`config.mk`:
```
export PLATFORM = sky130hd
export DESIGN_NAME = ssa_queue
export DESIGN_NICKNAME = d
export VERILOG_FILES = /design/src/rtl/ssa_queue.sv
export SDC_FILE = /design/constraint.sdc
export NUM_CORES = 1
export LEC_CHECK = 0
export ABC_CLOCK_PERIOD_IN_PS = 3080
export BUFFER_PORTS_ARGS = -buffer_cell sky130_fd_sc_hd__buf_4
export CAP_MARGIN = 15
export CORE_MARGIN = 2
export CORE_UTILIZATION = 50
export CTS_BUF_LIST = sky130_fd_sc_hd__clkbuf_4 sky130_fd_sc_hd__clkbuf_8
export CTS_CLUSTER_DIAMETER = 80
export CTS_CLUSTER_SIZE = 28
export DETAILED_ROUTE_END_ITERATION = 6
export HOLD_SLACK_MARGIN = 0.1
export PLACE_DENSITY = 0.7
export SLEW_MARGIN = 10
export SYNTH_ARGS = -nofsm -noshare
export SYNTH_HDL_FRONTEND = slang
export SYNTH_SLANG_ARGS = --single-unit
```
`constraint.sdc`:
```
create_clock -name clock -period 3.08 [get_ports clock]
set_input_delay 0.308 -clock clock [delete_from_list [all_inputs] [get_ports clock]]
set_output_delay 0.308 -clock clock [all_outputs]
set_load 0.01 [all_outputs]
```
`src/rtl/ssa_queue.sv`:
```
// Small register queue that decouples the front end from the store pipeline.
`default_nettype none

module ssa_queue #(
   parameter int unsigned DATA_W = 8,
   parameter int unsigned DEPTH  = 4
) (
   input  wire logic              clock,
   input  wire logic              reset,
   input  wire logic              push,
   input  wire logic [DATA_W-1:0] push_data,
   output      logic              full,
   input  wire logic              pop,
   output      logic              not_empty,
   output      logic [DATA_W-1:0] head_data
);
   localparam int unsigned PTR_W = (DEPTH > 1) ? $clog2(DEPTH) : 1;
   localparam int unsigned CNT_W = $clog2(DEPTH + 1);

   logic [DATA_W-1:0] slot_ff [DEPTH];
   logic [PTR_W-1:0]  wr_ptr_ff, wr_ptr_in, rd_ptr_ff, rd_ptr_in;
   logic [CNT_W-1:0]  count_ff, count_in;

   assign full      = (count_ff == CNT_W'(DEPTH));
   assign not_empty = (count_ff != '0);
   assign head_data = slot_ff[rd_ptr_ff];

   always_comb begin
      wr_ptr_in = wr_ptr_ff;
      rd_ptr_in = rd_ptr_ff;
      count_in  = count_ff;
      if (push) begin
         wr_ptr_in = (wr_ptr_ff == PTR_W'(DEPTH - 1)) ? '0 : wr_ptr_ff + PTR_W'(1);
      end
      if (pop) begin
         rd_ptr_in = (rd_ptr_ff == PTR_W'(DEPTH - 1)) ? '0 : rd_ptr_ff + PTR_W'(1);
      end
      if (push && !pop) begin
         count_in = count_ff + CNT_W'(1);
      end else if (pop && !push) begin
         count_in = count_ff - CNT_W'(1);
      end
   end

   always_ff @(posedge clock) begin
      if (reset) begin
         wr_ptr_ff <= '0;
         rd_ptr_ff <= '0;
         count_ff  <= '0;
      end else begin
         wr_ptr_ff <= wr_ptr_in;
         rd_ptr_ff <= rd_ptr_in;
         count_ff  <= count_in;
      end
      if (push) begin
         slot_ff[wr_ptr_ff] <= push_data;
      end
   end

endmodule

`default_nettype wire

```
# Yosys cells after proc, flatten, opt, wreduce, memory -nomap -nowiden
# Memories as Yosys holds them, arrays and structs flattened. A register that Yosys moved wholly into a read port is not among the register bits.
# Index checks and enable logic that the tools add are counted.
[classes]
n_addsub = 4
eq_ne = 3
muxes = 8
reduce_logical = 6
[ops]
columns = ["operator", "count"]
rows = [
  ["two-way mux 2 bit", 4],
  ["two-way mux 3 bit", 2],
  ["adder 2 x 1 -> 2 bit (second input constant)", 2],
  ["equality test 2 bit (second input constant)", 2],
  ["adder 3 x 1 -> 3 bit (second input constant)", 1],
  ["equality test 3 bit (second input constant)", 1],
  ["nonzero test 3 bit", 1],
  ["subtractor 3 x 1 -> 3 bit (second input constant)", 1],
  ["logical AND 1 bit", 2],
  ["zero test 1 bit", 2],
  ["two-way mux 1 bit", 2],
  ["nonzero test 2 bit", 1],
]
[totals]
ff_bits = 7
ramBits = 32
in_bits = 12
mem_count = 1
[mem_list]
columns = ["name", "depth", "width", "rd", "rd_ports_with_merged_regs", "write_ports", "line", "source"]
rows = [
  ["slot_ff", 4, 8, 1, 1, 1, "20", "logic [DATA_W-1:0] slot_ff [DEPTH];"],
]

# Depth between registers and ports, before layout
[depth]
ltp_word = 4
ltp_mapped = 7

# Worst setup path before layout
# OpenSTA, ideal clock, no wires.
[synth_timing]
kind = "in2reg"
startpoint = "input pop"
endpoint = "register count_ff[2]"
setup_time_ns = 0.070
arrival_time_ns = 1.500
required_time_ns = 3.010
path_slack_ns = 1.510
stages = 7
path_cell_list = "inv_1 -> ha_1 -> inv_1 -> fa_1 -> xor2_1 -> or3_1 -> a21oi_1"
[synth_via]
elab_chain_cells = 3
word_cells_on_any_way = 5
[synth_rtl]
columns = ["item", "line", "source"]
rows = [
  ["start: declaration", "13", "input wire logic pop,"],
  ["zero test 1 bit", "38", "if (push && !pop) begin"],
  ["logical AND 1 bit", "38", ""],
  ["two-way mux 3 bit or nonzero test 2 bit (tied branches)", "n/a", ""],
  ["end signal: assignment", "53", "count_ff <= count_in;"],
  ["end: declaration", "22", "logic [CNT_W-1:0] count_ff, count_in;"],
]
# Several ways; a longest one is shown, not always the timed one.
# A chain may end at the register's enable or synchronous reset.

==> results.yml <==
sta:
  worst_pin_slew_ns: 0.5517
  fin_crit_sh_pct: 67.14
  tns_ns: 0
  rsz0062_at_grt: "no"
  slew_viol_final: 0
  skew_ns: 0.004936
  fmax_ghz: 0.4836
  hold_violations: 0
  setup_viol: 0
  slew_headroom_pct: 63.17
  finalCriticalPeriod_ns: 2.068
clocking:
  clockBufferDepth: 2
  cts_buffers: 5
  clock-sinks: 41
  path_clk_slew_ns: 0.11
  cts.repair.resized: 0
  clk_latency_ns: 0.33
  cts.hold.buffers_added: 0
  root_buffer: "clkbuf_4"
  cts_setup_buffers: 0
  cts_tree: "done"
  h-tree-depth: 2
drt:
  drtAntennaViolNets: 0
  drt_pass1_iterations: 4
  vias: 795
  drt_iter0_drc: 33
  wl_mm: 2.446
  viasPerCell: 5.064
  route.detailed.drc: 0
  wl_per_cell_microns: 15.58
setup_path:
  critPathLaunchType: "flip-flop"
  slowest_stage: "dfxtp_1"
  worstPathRequired_ns: 2.77
  crit_cells: 2
  worstPathArrival_ns: 1.76
  crit_fanout: 8
  reg2reg_slack_ns: 1.62
  crit_family: "flip-flops"
  critPathCapture: "head_data[0]"
  crit_buf_inv: 1
  cp_slowest_stage_delay_ns: 0.68
  rr_startpoint: "count_ff[0]$_SDFFE_PP0P_"
  crit_chain: "mux4_2 > buf_4"
  path_class: "reg2out"
  worstSetupEndpointType: "output port"
  r2r-end: "count_ff[2]$_SDFFE_PP0P_"
  r2r.worst_path.cells: 4
yosys:
  synth_nets: 105
  synth_area_sq_um: 1599
  synth_top_area_share_pct: 60.09
  synth_cell_types: 16
  yosysSeqAreaShare_pct: 71.36
  ys.warnings.count: 0
  synth_top_area_cell: "edfxtp_1"
  synth_area_leaders: "edfxtp_1 60%, dfxtp_1 11%, mux4_2 11%, ha_1 4.7%, mux2i_1 2.5%"
  synth-seq-cells: 41
  syn_inst: 86
  synth_area_per_cell_sq_um: 18.59
power:
  intPower_uw: 823.3
  power_leakage_nw: 0.6903
  p_sw_uw: 234.6
  ir_drop_uv: 254.8
  pwr-share-clk_pct: 25.3
  switching_share_pct: 22.17
  pwr-share-seq_pct: 61.8
  power_density_nw_per_um2: 570.1
  pwr-share-comb_pct: 12.9
floorplan:
  rows: 20
  core_area_sq_um: 3053
  die_w_microns: 60.55
  io-pin-count: 22
  die_y_microns: 60.55
  initial_core_util_pct: 52.38
  dieArea_sq_um: 3666
placement:
  place_congestion: 0.6352
  dp_hpwl_mm: 1.697
  dpl-instance-area_sq_um: 1795
  port_buffers: 21
finish:
  final_nets: 131
  drive_above_1_share_pct: 32.74
  final_common_cell: "edfxtp_1"
  final_cell_mix: "32 x edfxtp_1, 21 x buf_4, 9 x dfxtp_1, 8 x mux4_2, 8 x clkbuf_4"
  diodes: 0
  seq_area_sq_um: 1141
  syn_to_final_growth_pct: 16.04
  fin_area_sq_um: 1856
  multiInputGateArea_sq_um: 426.7
  fillers: 238
min_path:
  hp-class: "in2reg"
  hold_depth: 1
grt:
  grt_pass1_wl_mm: 3.815
  grt_max_degree: 12
  grt-ovfl-total: 0
  grt_pass1_vias: 826
  grt_usage_pct: 15.42
  grt_antenna_before_repair: 0
run:
  drv_cap: 0
outcome:
  status: "complete, no violations"
registers in the layout, summed over array words and instances, names as in the netlist, named ones only:
name       count
count_ff       3
rd_ptr_ff      2
slot_ff       32
wr_ptr_ff      2
metrics by stage:
step | util (%) | std cells | power [mW] | setup slack (ns) | hold WS, ns
6_report | 60.78 | 157 | 1.058 | 1.012 | 0.1772
5_1_grt | 60.78 | 157 | 1.109 | 0.8687 | 0.1565
4_1_cts | 60.78 | 157 | 1.070 | 0.9497 | 0.1620
3_5_place_dp | 58.81 | 149 | 0.8055 | 1.312 | 0.5048
3_3_place_gp | 58.81 | 149 | 0.7985 | 1.340 | 0.4819
2_1_floorplan | - | 86 | 0.7404 | 1.510 | 0.3771
synthesized netlist by cell type:
master,n
mux2i_1,4
clkbuf_2,1
buf_6,1
a21oi_1,2
dfxtp_1,9
o21ai_0,1
edfxtp_1,32
inv_1,4
nor3b_1,2
and2_1,4
nor2_1,7
or3_1,2
mux4_2,8
xor2_1,2
ha_1,6
fa_1,1
power by group through the flow:
stage | Combinational [mW] | Sequential (mW) | Clock [mW]
floorplan | 0.0870 | 0.653 | 0
global placement | 0.135 | 0.664 | 0
detailed placement | 0.139 | 0.667 | 0
CTS | 0.139 | 0.655 | 0.276
global route | 0.152 | 0.658 | 0.299
finish | 0.137 | 0.654 | 0.267
routing by layer:
layer	vias up	GRT usage, %	wire [microns]
met3	4	3.838	114
met4	0	8.385	36
met5	-	0	0
li1	375	-	-
met2	23	25.62	1243
met1	393	18.63	1052
logic make-up after synthesis:
group | share of synthesized area (%)
flip-flops | 71.36
AND/OR/NAND/NOR | 4.929
multiplexers | 13.77
adder cells (fa/ha/maj) | 5.947
buffers and inverters | 1.956
AO/OA/AOI/OAI | 0.9387
XOR/XNOR | 1.096
layout make-up:
type,instances,area share [%]
multi-input combinational,39,22.99
tap,44,2.967
sequential,41,61.50
inverter,4,0.8092
timing repair buffer,21,8.496
clock buffer,8,3.237
how the worst min path moves through the flow:
stage	startpoint	end	slack, ns
after floorplan	reset	count_ff[2]$_SDFFE_PP0P_	0.38
after global placement	count_ff[2]$_SDFFE_PP0P_	count_ff[2]$_SDFFE_PP0P_	0.48
after detailed placement	count_ff[2]$_SDFFE_PP0P_	count_ff[2]$_SDFFE_PP0P_	0.50
after CTS	push_data[1]	slot_ff[3][1]$_DFFE_PP_	0.16
after global routing	push_data[0]	slot_ff[0][0]$_DFFE_PP_	0.16
final	push_data[1]	slot_ff[3][1]$_DFFE_PP_	0.18
No activity file was read; power rests on OpenSTA's default activity.
