==> config.mk <==
export PLATFORM = sky130hd
export DESIGN_NAME = ssa_front
export DESIGN_NICKNAME = d
export VERILOG_FILES = /design/src/rtl/ssa_pkg.sv /design/src/rtl/ssa_front.sv
export SDC_FILE = /design/constraint.sdc
export NUM_CORES = 1
export LEC_CHECK = 0
export BUFFER_PORTS_ARGS = -buffer_cell sky130_fd_sc_hd__buf_2
export CELL_PAD_IN_SITES_DETAIL_PLACEMENT = 2
export CELL_PAD_IN_SITES_GLOBAL_PLACEMENT = 2
export CORE_ASPECT_RATIO = 0.5
export CORE_MARGIN = 2
export CORE_UTILIZATION = 36
export CTS_BUF_LIST = sky130_fd_sc_hd__clkbuf_2
export CTS_CLUSTER_DIAMETER = 200
export DETAILED_ROUTE_END_ITERATION = 8
export GPL_TIMING_DRIVEN = 0
export PLACE_DENSITY = 0.94
export SLEW_MARGIN = 20
export SYNTH_ARGS = -nofsm -noshare
export SYNTH_HDL_FRONTEND = slang
export SYNTH_SLANG_ARGS = --single-unit
==> constraint.sdc <==
create_clock -name clock -period 7.6 [get_ports clock]
set_clock_uncertainty 0.05 [all_clocks]
set_input_delay 0.38 -clock clock [delete_from_list [all_inputs] [get_ports clock]]
set_output_delay 0.38 -clock clock [all_outputs]
set_load 0.02 [all_outputs]
==> src/rtl/ssa_pkg.sv <==
// Shared types and constants of the subpixel splat accumulator.
`default_nettype none

package ssa_pkg;

   localparam int unsigned CHAN_W = 8;
   localparam logic [CHAN_W-1:0] CHANNEL_MAX = 8'hFF;
   localparam logic [1:0] LAST_NEIGHBOR = 2'd3;

   typedef struct packed {
      logic [15:0]       pos_x;
      logic [15:0]       pos_y;
      logic [CHAN_W-1:0] color_red;
      logic [CHAN_W-1:0] color_green;
      logic [CHAN_W-1:0] color_blue;
   } req_type;

   typedef struct packed {
      logic [7:0]        pixel_index;
      logic              in_range;
      logic [CHAN_W-1:0] new_red;
      logic [CHAN_W-1:0] new_green;
      logic [CHAN_W-1:0] new_blue;
      logic              last_of_splat;
   } rsp_type;

   // One neighbor update, as handed from the front end to the store pipeline.
   typedef struct packed {
      logic [7:0]        pixel_index;
      logic              in_range;
      logic [CHAN_W-1:0] weight;
      logic [CHAN_W-1:0] color_red;
      logic [CHAN_W-1:0] color_green;
      logic [CHAN_W-1:0] color_blue;
      logic              last_of_splat;
   } op_type;

   typedef struct packed {
      logic [CHAN_W-1:0] red;
      logic [CHAN_W-1:0] green;
      logic [CHAN_W-1:0] blue;
   } pixel_type;

endpackage

`default_nettype wire

==> src/rtl/ssa_front.sv <==
// Front end: accepts splats and expands each into four weighted neighbor updates.
`default_nettype none

module ssa_front #(
   parameter int unsigned PIXEL_COUNT = 256,
   parameter int unsigned ROW_STRIDE  = 16,
   parameter int unsigned ADDR_W      = 8
) (
   input  wire logic            clock,
   input  wire logic            reset,
   input  wire logic            req_valid,
   output      logic            req_ready,
   input  wire ssa_pkg::req_type req_payload,
   input  wire logic            clearing,
   input  wire logic            queue_full,
   output      logic            op_push,
   output      ssa_pkg::op_type op_data,
   output      logic [ADDR_W-1:0] op_addr
);
   import ssa_pkg::*;

   // Column and row reach 256 after the +1 step; the sum must not wrap.
   localparam int unsigned FULL_W = 9 + $clog2(ROW_STRIDE) + 1;

   logic        busy_ff, busy_in;
   logic [1:0]  k_ff, k_in;
   req_type     splat_ff, splat_in;

   logic [7:0]        frac_x, frac_y, wa, wb;
   logic [15:0]       wsum;
   logic [8:0]        col, row;
   logic [FULL_W-1:0] full_addr;
   logic              addr_ok;
   logic              accept, last_k;

   assign last_k    = (k_ff == LAST_NEIGHBOR);
   assign op_push   = busy_ff && !queue_full;
   assign req_ready = !clearing && (!busy_ff || (!queue_full && last_k));
   assign accept    = req_valid && req_ready;

   always_comb begin
      frac_x = splat_ff.pos_x[7:0];
      frac_y = splat_ff.pos_y[7:0];
      wa     = k_ff[0] ? frac_x : (CHANNEL_MAX - frac_x);
      wb     = k_ff[1] ? frac_y : (CHANNEL_MAX - frac_y);
      wsum   = 16'(wa) * 16'(wb) + 16'(wa) + 16'(wb);

      col       = {1'b0, splat_ff.pos_x[15:8]} + 9'(k_ff[0]);
      row       = {1'b0, splat_ff.pos_y[15:8]} + 9'(k_ff[1]);
      full_addr = FULL_W'(col) + FULL_W'(row) * FULL_W'(ROW_STRIDE);
      addr_ok   = 32'(full_addr) < 32'(PIXEL_COUNT);

      op_data.pixel_index   = addr_ok ? full_addr[7:0] : 8'd0;
      op_data.in_range      = addr_ok;
      op_data.weight        = wsum[15:8];
      op_data.color_red     = splat_ff.color_red;
      op_data.color_green   = splat_ff.color_green;
      op_data.color_blue    = splat_ff.color_blue;
      op_data.last_of_splat = last_k;
      op_addr               = full_addr[ADDR_W-1:0];
   end

   always_comb begin
      busy_in  = busy_ff;
      k_in     = k_ff;
      splat_in = splat_ff;
      if (op_push) begin
         k_in = k_ff + 2'd1;
         if (last_k) begin
            busy_in = 1'b0;
         end
      end
      if (accept) begin
         busy_in  = 1'b1;
         k_in     = '0;
         splat_in = req_payload;
      end
   end

   always_ff @(posedge clock) begin
      if (reset) begin
         busy_ff <= 1'b0;
         k_ff    <= '0;
      end else begin
         busy_ff <= busy_in;
         k_ff    <= k_in;
      end
      splat_ff <= splat_in;
   end

endmodule

`default_nettype wire

Word-level counts from Yosys, hierarchy flattened
Index checks and enable logic that the tools add are counted.

operators by class
  muxes and demuxes = 6
  $mul = 1
  eq/ne operators = 1
  $add $sub $neg = 8
  reductions and logical operators = 12
  $lt $le $gt $ge = 1

operators with widths
  operator             count
  $add 16x8->16        2
  $mux 8               3
  $add 8x1->9          2
  $mul 8x8->16         1
  $sub 8x8->8 const A  2
  $add 9x13->14        1
  $lt 14x9->1 const B  1
  $logic_and 1x1->1    4
  $reduce_bool 2->1    2
  $logic_not 1->1      3
  $mux 1               3
  $add 2x1->2 const B  1
  $eq 2x2->1 const B   1
  $reduce_and 2->1     1
  $reduce_or 2->1      1
  $logic_or 1x1->1     1

storage, ports and cells
  input port bits = 61
  logic and storage cells = 36
  bits in registers = 59
  output and inout port bits = 52

Logic depth before layout (Yosys ltp)
Gate-level depths: netlist (run 1).

  depth after elaboration = 7
  gate-level depth with buffers = 19
  mapped depth without buffers = 18

Worst setup path before layout (run 1)
No wires, ideal clock.

  path type = reg2out
  start point = register k_ff[1]
  end point = output op_data[29] (netlist bit)
  stages on the path, launching flop included = 20
  path buffers = 1
  setup slack = 1.638 ns
  data required time = 7.170 ns
  arrival time = 5.532 ns
  cell sequence = dfxtp_1 -> buf_2 -> xnor2_1 -> nand2_1 -> fa_1 -> inv_1 -> fa_1 -> inv_1 -> fa_1 -> inv_1 -> fa_1 -> inv_1 -> fa_1 -> inv_1 -> ha_1 -> a211o_1 -> a211o_1 -> o221ai_4 -> or4b_1 -> o311ai_1

RTL lines
  item                    RTL line         text
  start, declared         ssa_front.sv:26  logic [1:0] k_ff, k_in;
  start signal, assigned  ssa_front.sv:86  k_ff <= k_in;
  end, declared           ssa_front.sv:17  output ssa_pkg::op_type op_data,

==> summary.txt, run 1 <==
Power
  – Net Sw Power: 0.001054 W
  – Power Total: 0.002092 W
  – VDD IR max: 0.1737 mV
  – Comb pwr share: 69.1%
  – Internal power: between 0.001 and 0.0015 W
  – Switching portion of total power: 50.39%
  – P_leak: 3.143 nW
  – Clock Power Share: between 10% and 20%
  – Reg power frac: 18.4%
  – Pwr/cell area: between 300 and 400 nW/µm²

GRT
  – Number of global-route vias before repair: between 4000 and 5000
  – Initial antenna violation count: 1
  – Largest net degree at the start of global routing: 60
  – Grt total ovfl: 0
  – First-pass GRT wire length: 32.06 mm
  – Global router's overall resource usage: 30.99%

Setup path
  – Crit Path Max Fanout: 9
  – CP Capture Type: primary output
  – Cells on worst reg2reg path: 6
  – Worst EP required: 7.17 ns
  – CP arrival: between 7 and 8 ns
  – Flop2flop setup slack: ~5.4 ns
  – CP endpoint: op_data[29]
  – Crit path from: k_ff[0]
  – Nature of the critical path startpoint: flip-flop
  – Critical path type: reg2out
  – Worst r2r src: k_ff[0]
  – Reg2reg end: busy_ff

Synth
  – Register area share after synthesis: 35.63%
  – Primary FF master, synth: edfxtp_1
  – Synth Instances: about 430
  – Synthesized area: 4888 µm²
  – Top cell type's share of synthesized area: 34.40%
  – Synth cell types: 36
  – Number of flops mapped to enable cells by yosys: 56
  – Synth area leaders: edfxtp_1 (34%), fa_1 (20%), ha_1 (14%)
  – Fraction of registers with async set/reset: 0%
  – YS warnings: 0
  – Synth area leader: edfxtp_1
  – #FFs+latches synth: 59
  – Mean post-synth cell area: 11.39 µm²
  – Syn Nets: slightly below 600

Cells and area
  – Register area: between 1500 and 2000 µm²
  – Multi-input gate area: 2877 µm²
  – Share of layout cells above drive strength 1: approximately 29%
  – Layout Nets: 772
  – Commonest cells after routing, fill and taps aside: buf_2 (112), inv_1 (65), dlygate4sd3_1 (57), edfxtp_1 (56), ha_1 (54)
  – Most common cell after layout, fill and taps aside: buf_2
  – Area Growth Syn to Fin: 34.17%
  – # fillers: 1303

STA
  – Final period util: 99.14%
  – Final setup viols: 0
  – Final Slew Violations: 0
  – Min Tclk post-route: between 7 and 8 ns
  – Slew Limit Headroom: 29.65%
  – Final hold viol count: 0
  – Fmax achieved: roughly 130 MHz
  – Final WS setup: 0.06559 ns
  – Worst-Margin Slew: 1.053 ns

Run status
  – Outcome: complete, no violations

Place
  – # port buffers: approximately 110
  – Placer Congestion: 0.8221
  – Worst slack, placed: 0.6891 ns
  – DP Wirelength: 12.22 mm

Floorplan
  – Initial Utilization: 36.48%
  – DIE AREA: 14580 µm²
  – IO Pins: between 100 and 150
  – Die W: about 170 µm
  – Rows: 30
  – Core Box Area: around 13000 µm²
  – Die Ht: about 86 µm

Clock tree
  – CTS root buffer: clkbuf_2
  – Clock latency on the worst-skew pair: 0.53 ns
  – Clk buf depth: 2
  – H-tree levels: 3
  – Num CTS Buffers: 9
  – Clk sinks: 59
  – Clock slew at reported path FFs: 0.18 ns
  – CTS tree: yes
  – Setup bufs post-CTS: 0

Routing
  – Vias per inst: between 5 and 6
  – DRC viols: 0
  – Routed WL per cell: 31.04 µm
  – Post-route ant nets: 0
  – Drt first-iter violations: 292
  – Final WL: ~25 mm
  – DR vias: 4378
  – Initial DRT Pass Iterations: 4

Job
  – Max-Cap Viols: 0

Min path
  – Min-Delay Path Depth: 4
  – Worst Hold Class: in2reg
## critical path, cell delays in order (launching register included)
cell,delay [ns]
dfxtp_1,0.48
clkbuf_4,0.42
xor2_2,0.31
nand2b_1,0.27
fa_1,0.56
inv_1,0.10
fa_1,0.54
inv_1,0.07
fa_1,0.50
inv_1,0.08
fa_1,0.56
inv_1,0.07
fa_1,0.53
inv_1,0.04
ha_1,0.32
a211o_1,0.32
a211o_1,0.31
o221ai_4,0.27
or4b_1,0.49
o311ai_1,0.10
buf_2,0.21
## kinds of logic after synthesis
kind of cell | synth area share, %
multiplexers | 0.4095
AO/OA/AOI/OAI | 5.247
XOR/XNOR | 5.733
buffers and inverters | 9.189
AND/OR/NAND/NOR | 10.31
adder cells (fa/ha/maj) | 33.48
flip-flops | 35.63
## state kept, by name, summed over array words and instances, names as in the netlist
| name | flops |
|---|---|
| k_ff | 2 |
| frac_x | 8 |
| frac_y | 8 |
| op_data | 24 |
| busy_ff | 1 |
| splat_ff | 16 |
## repair_timing
item | CTS | global route
endpoints found under the setup margin | 0 | 6
endpoints found under the hold margin | 52 | 7
hold buffers | 52 | 5
gates resized for setup | 0 | 23
## Yosys cell counts (9+ instances only)
| cell type | instances |
|---|---|
| nor2_1 | 46 |
| xor2_1 | 19 |
| a21oi_1 | 9 |
| nand2b_1 | 14 |
| edfxtp_1 | 56 |
| inv_1 | 65 |
| buf_4 | 26 |
| ha_1 | 54 |
| xnor2_1 | 13 |
| fa_1 | 48 |
| nand2_1 | 12 |
## final cells by class
cell class              instances  area share (%)
well taps                     176           3.357
diodes                          1         0.03815
flip-flops and latches         59           26.55
inverters                      65           3.720
multi-input cells             277           43.86
plain buffers                  28           3.205
repair buffers                169           17.25
clock inverters                 5           1.183
clock buffers                  11          0.8394
## through the flow
stage	instances	util [%]	instance area (µm²)	setup TNS (ns)	hold WS (ns)
finish	791	48.94	6559	0	0.2807
global route	791	48.94	6559	-0.2153	0.2888
CTS	785	47.20	6325	0	0.001147
detailed placement	717	42.32	5672	0	0.5084
global placement	717	42.31	5669	0	0.4371
floorplan	429	-	4888	0	0.4024
## how the worst min path moves through the flow
stage / from / end
3_5_place_dp: req_payload[49] / splat_ff[49]
6_report: queue_full / k_ff[1]
5_1_grt: queue_full / k_ff[1]
4_1_cts: req_payload[48] / splat_ff[48]
3_3_place_gp: busy_ff / busy_ff
2_1_floorplan: reset / busy_ff
## power groups by stage
stage	Sequential (W)	Clock, W	Combinational [W]
5_1_grt	0.000386	0.000269	0.00155
2_1_floorplan	0.000385	0	0.000891
4_1_cts	0.000381	0.000240	0.00132
3_3_place_gp	0.000386	0	0.00118
3_5_place_dp	0.000388	0	0.00129
6_report	0.000385	0.000261	0.00144
## routing by layer
metal  vias up  routed length, µm  track usage (%)
li1       1749                  -                -
met1      2249               9021            33.07
met2       289              12480            57.71
met3        91               1612            7.169
met4         0               1430            17.32
met5         -                  0                0
No activity file was read; power rests on OpenSTA's default activity.
==> inputs of run 2 (changes only) <==
RECOVER_POWER = 100   (was unset)
==> run 2 against run 1 <==
The run now ends with capacitance limit, slew limit left. Final cell count is the same. Sequential share of layout area grew 0.38 points. Fmax shrank 0.16%. Sequential cell count is the same. Clock-buffer cell count is the same. Clock power is essentially flat. Register-to-register slack lost 2.4 ns. Critical path type unchanged. Critical endpoint unchanged. Largest cell class unchanged.
==> summary.txt, run 2 (synthesis results as in run 1) <==
Run status
  – Outcome: finished, violations left
  – Failing checks: capacitance limit, slew limit

STA
  – Fmax achieved: 132.5 MHz
  – Final Slew Violations: a little over 60
  – Min Tclk post-route: 7.546 ns
  – Final period util: 99.29%
  – Hold_ws: 0.2938 ns
  – Setup TNS: 0 ns
  – Final setup viols: 0
  – Worst-Margin Slew: 4.056 ns
  – Final hold viol count: 0
  – Slew Limit Headroom: -170.6%
  – Final WS setup: 0.05367 ns

Setup path
  – Crit Path Max Fanout: 9
  – Worst EP required: 7.17 ns
  – CP arrival: 7.12 ns
  – CP endpoint: op_data[29]
  – Reg2reg end: busy_ff
  – Critical path type: reg2out
  – Flop2flop setup slack: slightly below 3 ns
  – Crit path from: k_ff[0]
  – Nature of the critical path startpoint: flip-flop
  – Worst r2r src: k_ff[0]
  – CP Capture Type: primary output
  – Cells on worst reg2reg path: 6

Place
  – # port buffers: between 100 and 150
  – DP Area: 5672 µm²
  – DP Wirelength: about 12 mm
  – Worst slack, placed: 0.6891 ns
  – Placed insts: just over 700
  – Placer Congestion: 0.8221

Routing
  – DRT met1 WL: 9.109 mm
  – Initial DRT Pass Iterations: 5
  – DR vias: 4358
  – Drt first-iter violations: 320
  – DRC viols: 0
  – Met2 wire len: 12.39 mm
  – Routed WL per cell: a little over 30 µm
  – Routed wl met3: around 1.5 mm
  – Post-route ant nets: 0
  – Top Layer Used: met4
  – Final WL: 24.55 mm
  – Vias per inst: 5.509

GRT
  – Initial antenna violation count: 1
  – Global router's overall resource usage: around 31%
  – Number of global-route vias before repair: 4950
  – Largest net degree at the start of global routing: 60
  – First-pass GRT wire length: 32.06 mm
  – Grt total ovfl: 0

Cells and area
  – Most common cell after layout, fill and taps aside: clkbuf_1
  – Layout Nets: approximately 770
  – Commonest cells after routing, fill and taps aside: clkbuf_1 (68), inv_1 (65), dlygate4sd3_1 (57), edfxtp_1 (56), ha_1 (54)
  – Non-Filler Instances: 791
  – Area Growth Syn to Fin: 32.30%
  – Share of layout cells above drive strength 1: ~18%
  – Max reg flops: 24
  – Design area: between 6000 and 7000 µm²

Power
  – Pwr/cell area: 322.2 nW/µm²
  – VDD IR max: 0.1729 mV
  – P_leak: 2.934 nW

Floorplan
  – DIE AREA: 14580 µm²
  – Rows: 30
  – Initial Utilization: 36.48%
  – Die W: 168.8 µm
  – Core Box Area: 13400 µm²
  – IO Pins: 113
  – Die Ht: 86.40 µm

Clock tree
  – Clock latency on the worst-skew pair: between 0.5 and 0.6 ns
  – CTS root buffer: clkbuf_2
  – Clk sinks: 59
  – Clk buf depth: 2
  – Setup bufs post-CTS: 0
  – Num CTS Buffers: 9
  – H-tree levels: 3
  – CTS tree: yes
  – Clock slew at reported path FFs: roughly 0.18 ns

Job
  – Max-Cap Viols: 2

Min path
  – Worst Hold Class: in2reg
==> run 2: changes by cell type in the layout (fill, tap and decap cells not counted), sizes merged <==
cell / delta
buf: -72
clkbuf: +72
==> run 2: how the worst min path moves through the flow <==
stage,from,endpoint,cells past startpoint
final,queue_full,k_ff[1],4
after global routing,queue_full,k_ff[1],4
after CTS,req_payload[48],splat_ff[48],1
after detailed placement,req_payload[49],splat_ff[49],1
after global placement,busy_ff,busy_ff,2
after floorplan,reset,busy_ff,1
==> run 2: cell type report <==
type | instances | area (µm²)
flip-flops and latches | 59 | 1742
repair buffers | 169 | 1047
multi-input cells | 277 | 2873
clock inverters | 5 | 77.57
diodes | 1 | 2.502
inverters | 65 | 244.0
well taps | 176 | 220.2
clock buffers | 11 | 55.05
plain buffers | 28 | 206.4
fillers | 1350 | 6933
==> run 2: what timing repair did <==
item	in CTS	in global routing
resized for setup	0	23
setup endpoints to repair	0	6
endpoints found under the hold margin	52	7
hold buffers	52	5
==> run 2: routing by layer <==
| layer | GRT usage [%] | vias to the layer above |
|---|---|---|
| met2 | 57.71 | 253 |
| met5 | 0 | - |
| li1 | - | 1747 |
| met1 | 33.07 | 2266 |
| met3 | 7.169 | 92 |
| met4 | 17.32 | 0 |
==> run 2: critical path, cell delays in order, from the launching register on <==
cell and delay [ns]:
dfxtp_1 0.48, clkbuf_4 0.42, xor2_2 0.31, nand2b_1 0.28, fa_1 0.56, inv_1 0.10
fa_1 0.55, inv_1 0.07, fa_1 0.50, inv_1 0.08, fa_1 0.56, inv_1 0.07
fa_1 0.53, inv_1 0.04, ha_1 0.32, a211o_1 0.32, a211o_1 0.31, o221ai_4 0.27
or4b_1 0.49, o311ai_1 0.11, clkbuf_2 0.22
==> run 2: per-stage QoR <==
step,total power [W],utilization (%)
after detailed placement,0.001674,42.32
final,0.002084,48.26
after CTS,0.001943,47.20
after floorplan,0.001275,-
after global routing,0.002195,48.26
after global placement,0.001571,42.31
==> run 2: where the power goes <==
group,total [W],switching (W),internal (W),leakage (nW)
Combinational,0.00144,0.000892,0.000544,2.30
Sequential,0.000387,0.0000119,0.000375,0.546
Clock,0.000261,0.000150,0.000111,0.0836
==> inputs of run 3 (changes only) <==
SETUP_SLACK_MARGIN = 0.5   (was unset)
==> run 3 against run 2 <==
The run still ends with capacitance limit, slew limit left. Fmax rose by 3.2%. Global-route usage increased by 1.1 points. Cell area grew 4.1%. Core utilization up 2.0 points. Worst hold slack improved by 0.019 ns. Register-to-register slack got worse by 0.63 ns. Clock power up 3%. Via count up 3.6%. Sequential power about the same. Highest routed layer is now met5.
==> summary.txt, run 3 (synthesis results as in run 1) <==
GRT
  – First-pass GRT wire length: 33.09 mm
  – Global router's overall resource usage: between 30% and 40%
  – Grt total ovfl: 0
  – Number of global-route vias before repair: ~5000
  – Largest net degree at the start of global routing: 60
  – Initial antenna violation count: 1

STA
  – Final setup viols: 0
  – Fmax achieved: ~140 MHz
  – Final period util: 96.19%
  – Final hold viol count: 0
  – Min Tclk post-route: 7.311 ns
  – Worst-Margin Slew: 4.445 ns
  – Final WS setup: roughly 0.29 ns
  – Slew Limit Headroom: -196.3%
  – RSZ-0062 raised after global routing: true
  – Final Slew Violations: 61
  – Setup TNS: 0 ns

Setup path
  – Critical path type: reg2out
  – Worst EP required: 7.17 ns
  – Crit path from: k_ff[1]
  – WP buf/inv: 7
  – Crit-path max cell delay: ~0.57 ns
  – Nature of the critical path startpoint: flip-flop
  – CP arrival: between 6 and 7 ns
  – Worst path top cell family by delay: adder cells
  – Crit Path Max Fanout: 9
  – Most frequent CP cell: fa_1
  – Worst r2r src: k_ff[1]
  – Crit-path cells: buf_12, xor2_4, buf_4, or2_2, fa_1, fa_1, inv_1, fa_1, fa_1, inv_1, fa_1, inv_1, ha_1, nand3_1, nor3_1, o221ai_4, buf_4, or3_1, nand3_1, buf_2
  – CP Capture Type: primary output
  – Flop2flop setup slack: 2.29 ns
  – Critical Path Slowest Stage Cell: dfxtp_1

Run status
  – Outcome: finished, violations left
  – Failing checks: capacitance limit, slew limit

Place
  – # port buffers: between 100 and 150
  – Worst slack, placed: 0.6891 ns
  – DP Wirelength: 12.22 mm
  – Placer Congestion: between 0.8 and 0.9

Clock tree
  – Clk buf depth: 2
  – Clock slew at reported path FFs: 0.20 ns
  – Clock latency on the worst-skew pair: 0.54 ns
  – H-tree levels: 3
  – CTS root buffer: clkbuf_2
  – Num CTS Buffers: 9
  – Clk sinks: 59
  – CTS tree: yes

Floorplan
  – Core Box Area: 13400 µm²
  – Initial Utilization: 36.48%
  – Die Ht: between 80 and 90 µm
  – DIE AREA: 14580 µm²
  – Rows: 30
  – IO Pins: 113
  – Die W: 168.8 µm

Cells and area
  – Area Growth Syn to Fin: 37.75%
  – Most common cell after layout, fill and taps aside: inv_1
  – Layout Nets: 788
  – Antenna cells: 0
  – Commonest cells after routing, fill and taps aside: inv_1 (65), clkbuf_1 (64), dlygate4sd3_1 (57), edfxtp_1 (56), ha_1 (54)
  – Max reg flops: 24
  – Share of layout cells above drive strength 1: 20.79%

Min path
  – Worst Hold Class: in2reg
  – Worst Hold Launch: queue_full

Routing
  – Routed WL per cell: roughly 33 µm
  – DR vias: 4516
  – Drt first-iter violations: 279
  – DRC viols: 0
  – Final WL: between 20 and 30 mm
  – Post-route ant nets: 0
  – Vias per inst: 5.603
  – Initial DRT Pass Iterations: 4

Power
  – VDD IR max: 0.1322 mV
  – Pwr/cell area: 325.3 nW/µm²
  – P_leak: ~3.0 nW

Job
  – Max-Cap Viols: 2
-- run 3: power by group --
part,internal [W],switching [W],total [W]
sequential,0.000375,0.0000140,0.000389
combinational,0.000574,0.000958,0.00153
clock,0.000110,0.000158,0.000269
-- run 3: what timing repair did --
action,in CTS,in global routing
resized for setup,25,19
buffers inserted,0,16
endpoints found under the hold margin,52,7
hold buffers,52,5
pin swaps,0,6
endpoints found under the setup margin,6,6
cloned,0,0
-- run 3: layout make-up --
type,count,area [µm²]
plain buffers,28,235.2
clock buffers,11,55.05
clock inverters,5,77.57
fillers,1361,6666
inverters,65,244.0
multi-input cells,277,2985
flip-flops and latches,59,1745
well taps,176,220.2
repair buffers,185,1171
-- run 3: worst paths after layout --
kind	endpoint	cells after the start
worst max-delay path	op_data[32]	20
worst min-delay path	busy_ff	4
worst max register to register	k_ff[0]	5
worst min register to register	busy_ff	2
-- run 3: through the flow --
| step | total power [W] | cell area (µm²) | std cells | hold WS (ns) | utilization [%] |
|---|---|---|---|---|---|
| floorplan | 0.001275 | 4888 | 429 | 0.4024 | - |
| global placement | 0.001571 | 5669 | 717 | 0.4371 | 42.31 |
| detailed placement | 0.001674 | 5672 | 717 | 0.5084 | 42.32 |
| CTS | 0.001948 | 6525 | 785 | 0.001147 | 48.69 |
| global route | 0.002287 | 6734 | 806 | 0.3142 | 50.25 |
| finish | 0.002190 | 6734 | 806 | 0.3129 | 50.25 |
-- run 3: worst min-delay path, cell delays in order --
cell      delay [ns]
buf_2           0.13
nand2b_1        0.19
a21oi_1         0.09
nor2_1          0.09
-- run 3: metal layers --
layer  global-route usage (%)  vias to the layer above  share of wire [%]
met2                    58.68                      316                 49
met3                    8.721                      116                8.5
met4                    18.65                        2                6.9
li1                         -                     1788                  -
met1                    34.07                     2294                 36
met5                        0                        -              0.034
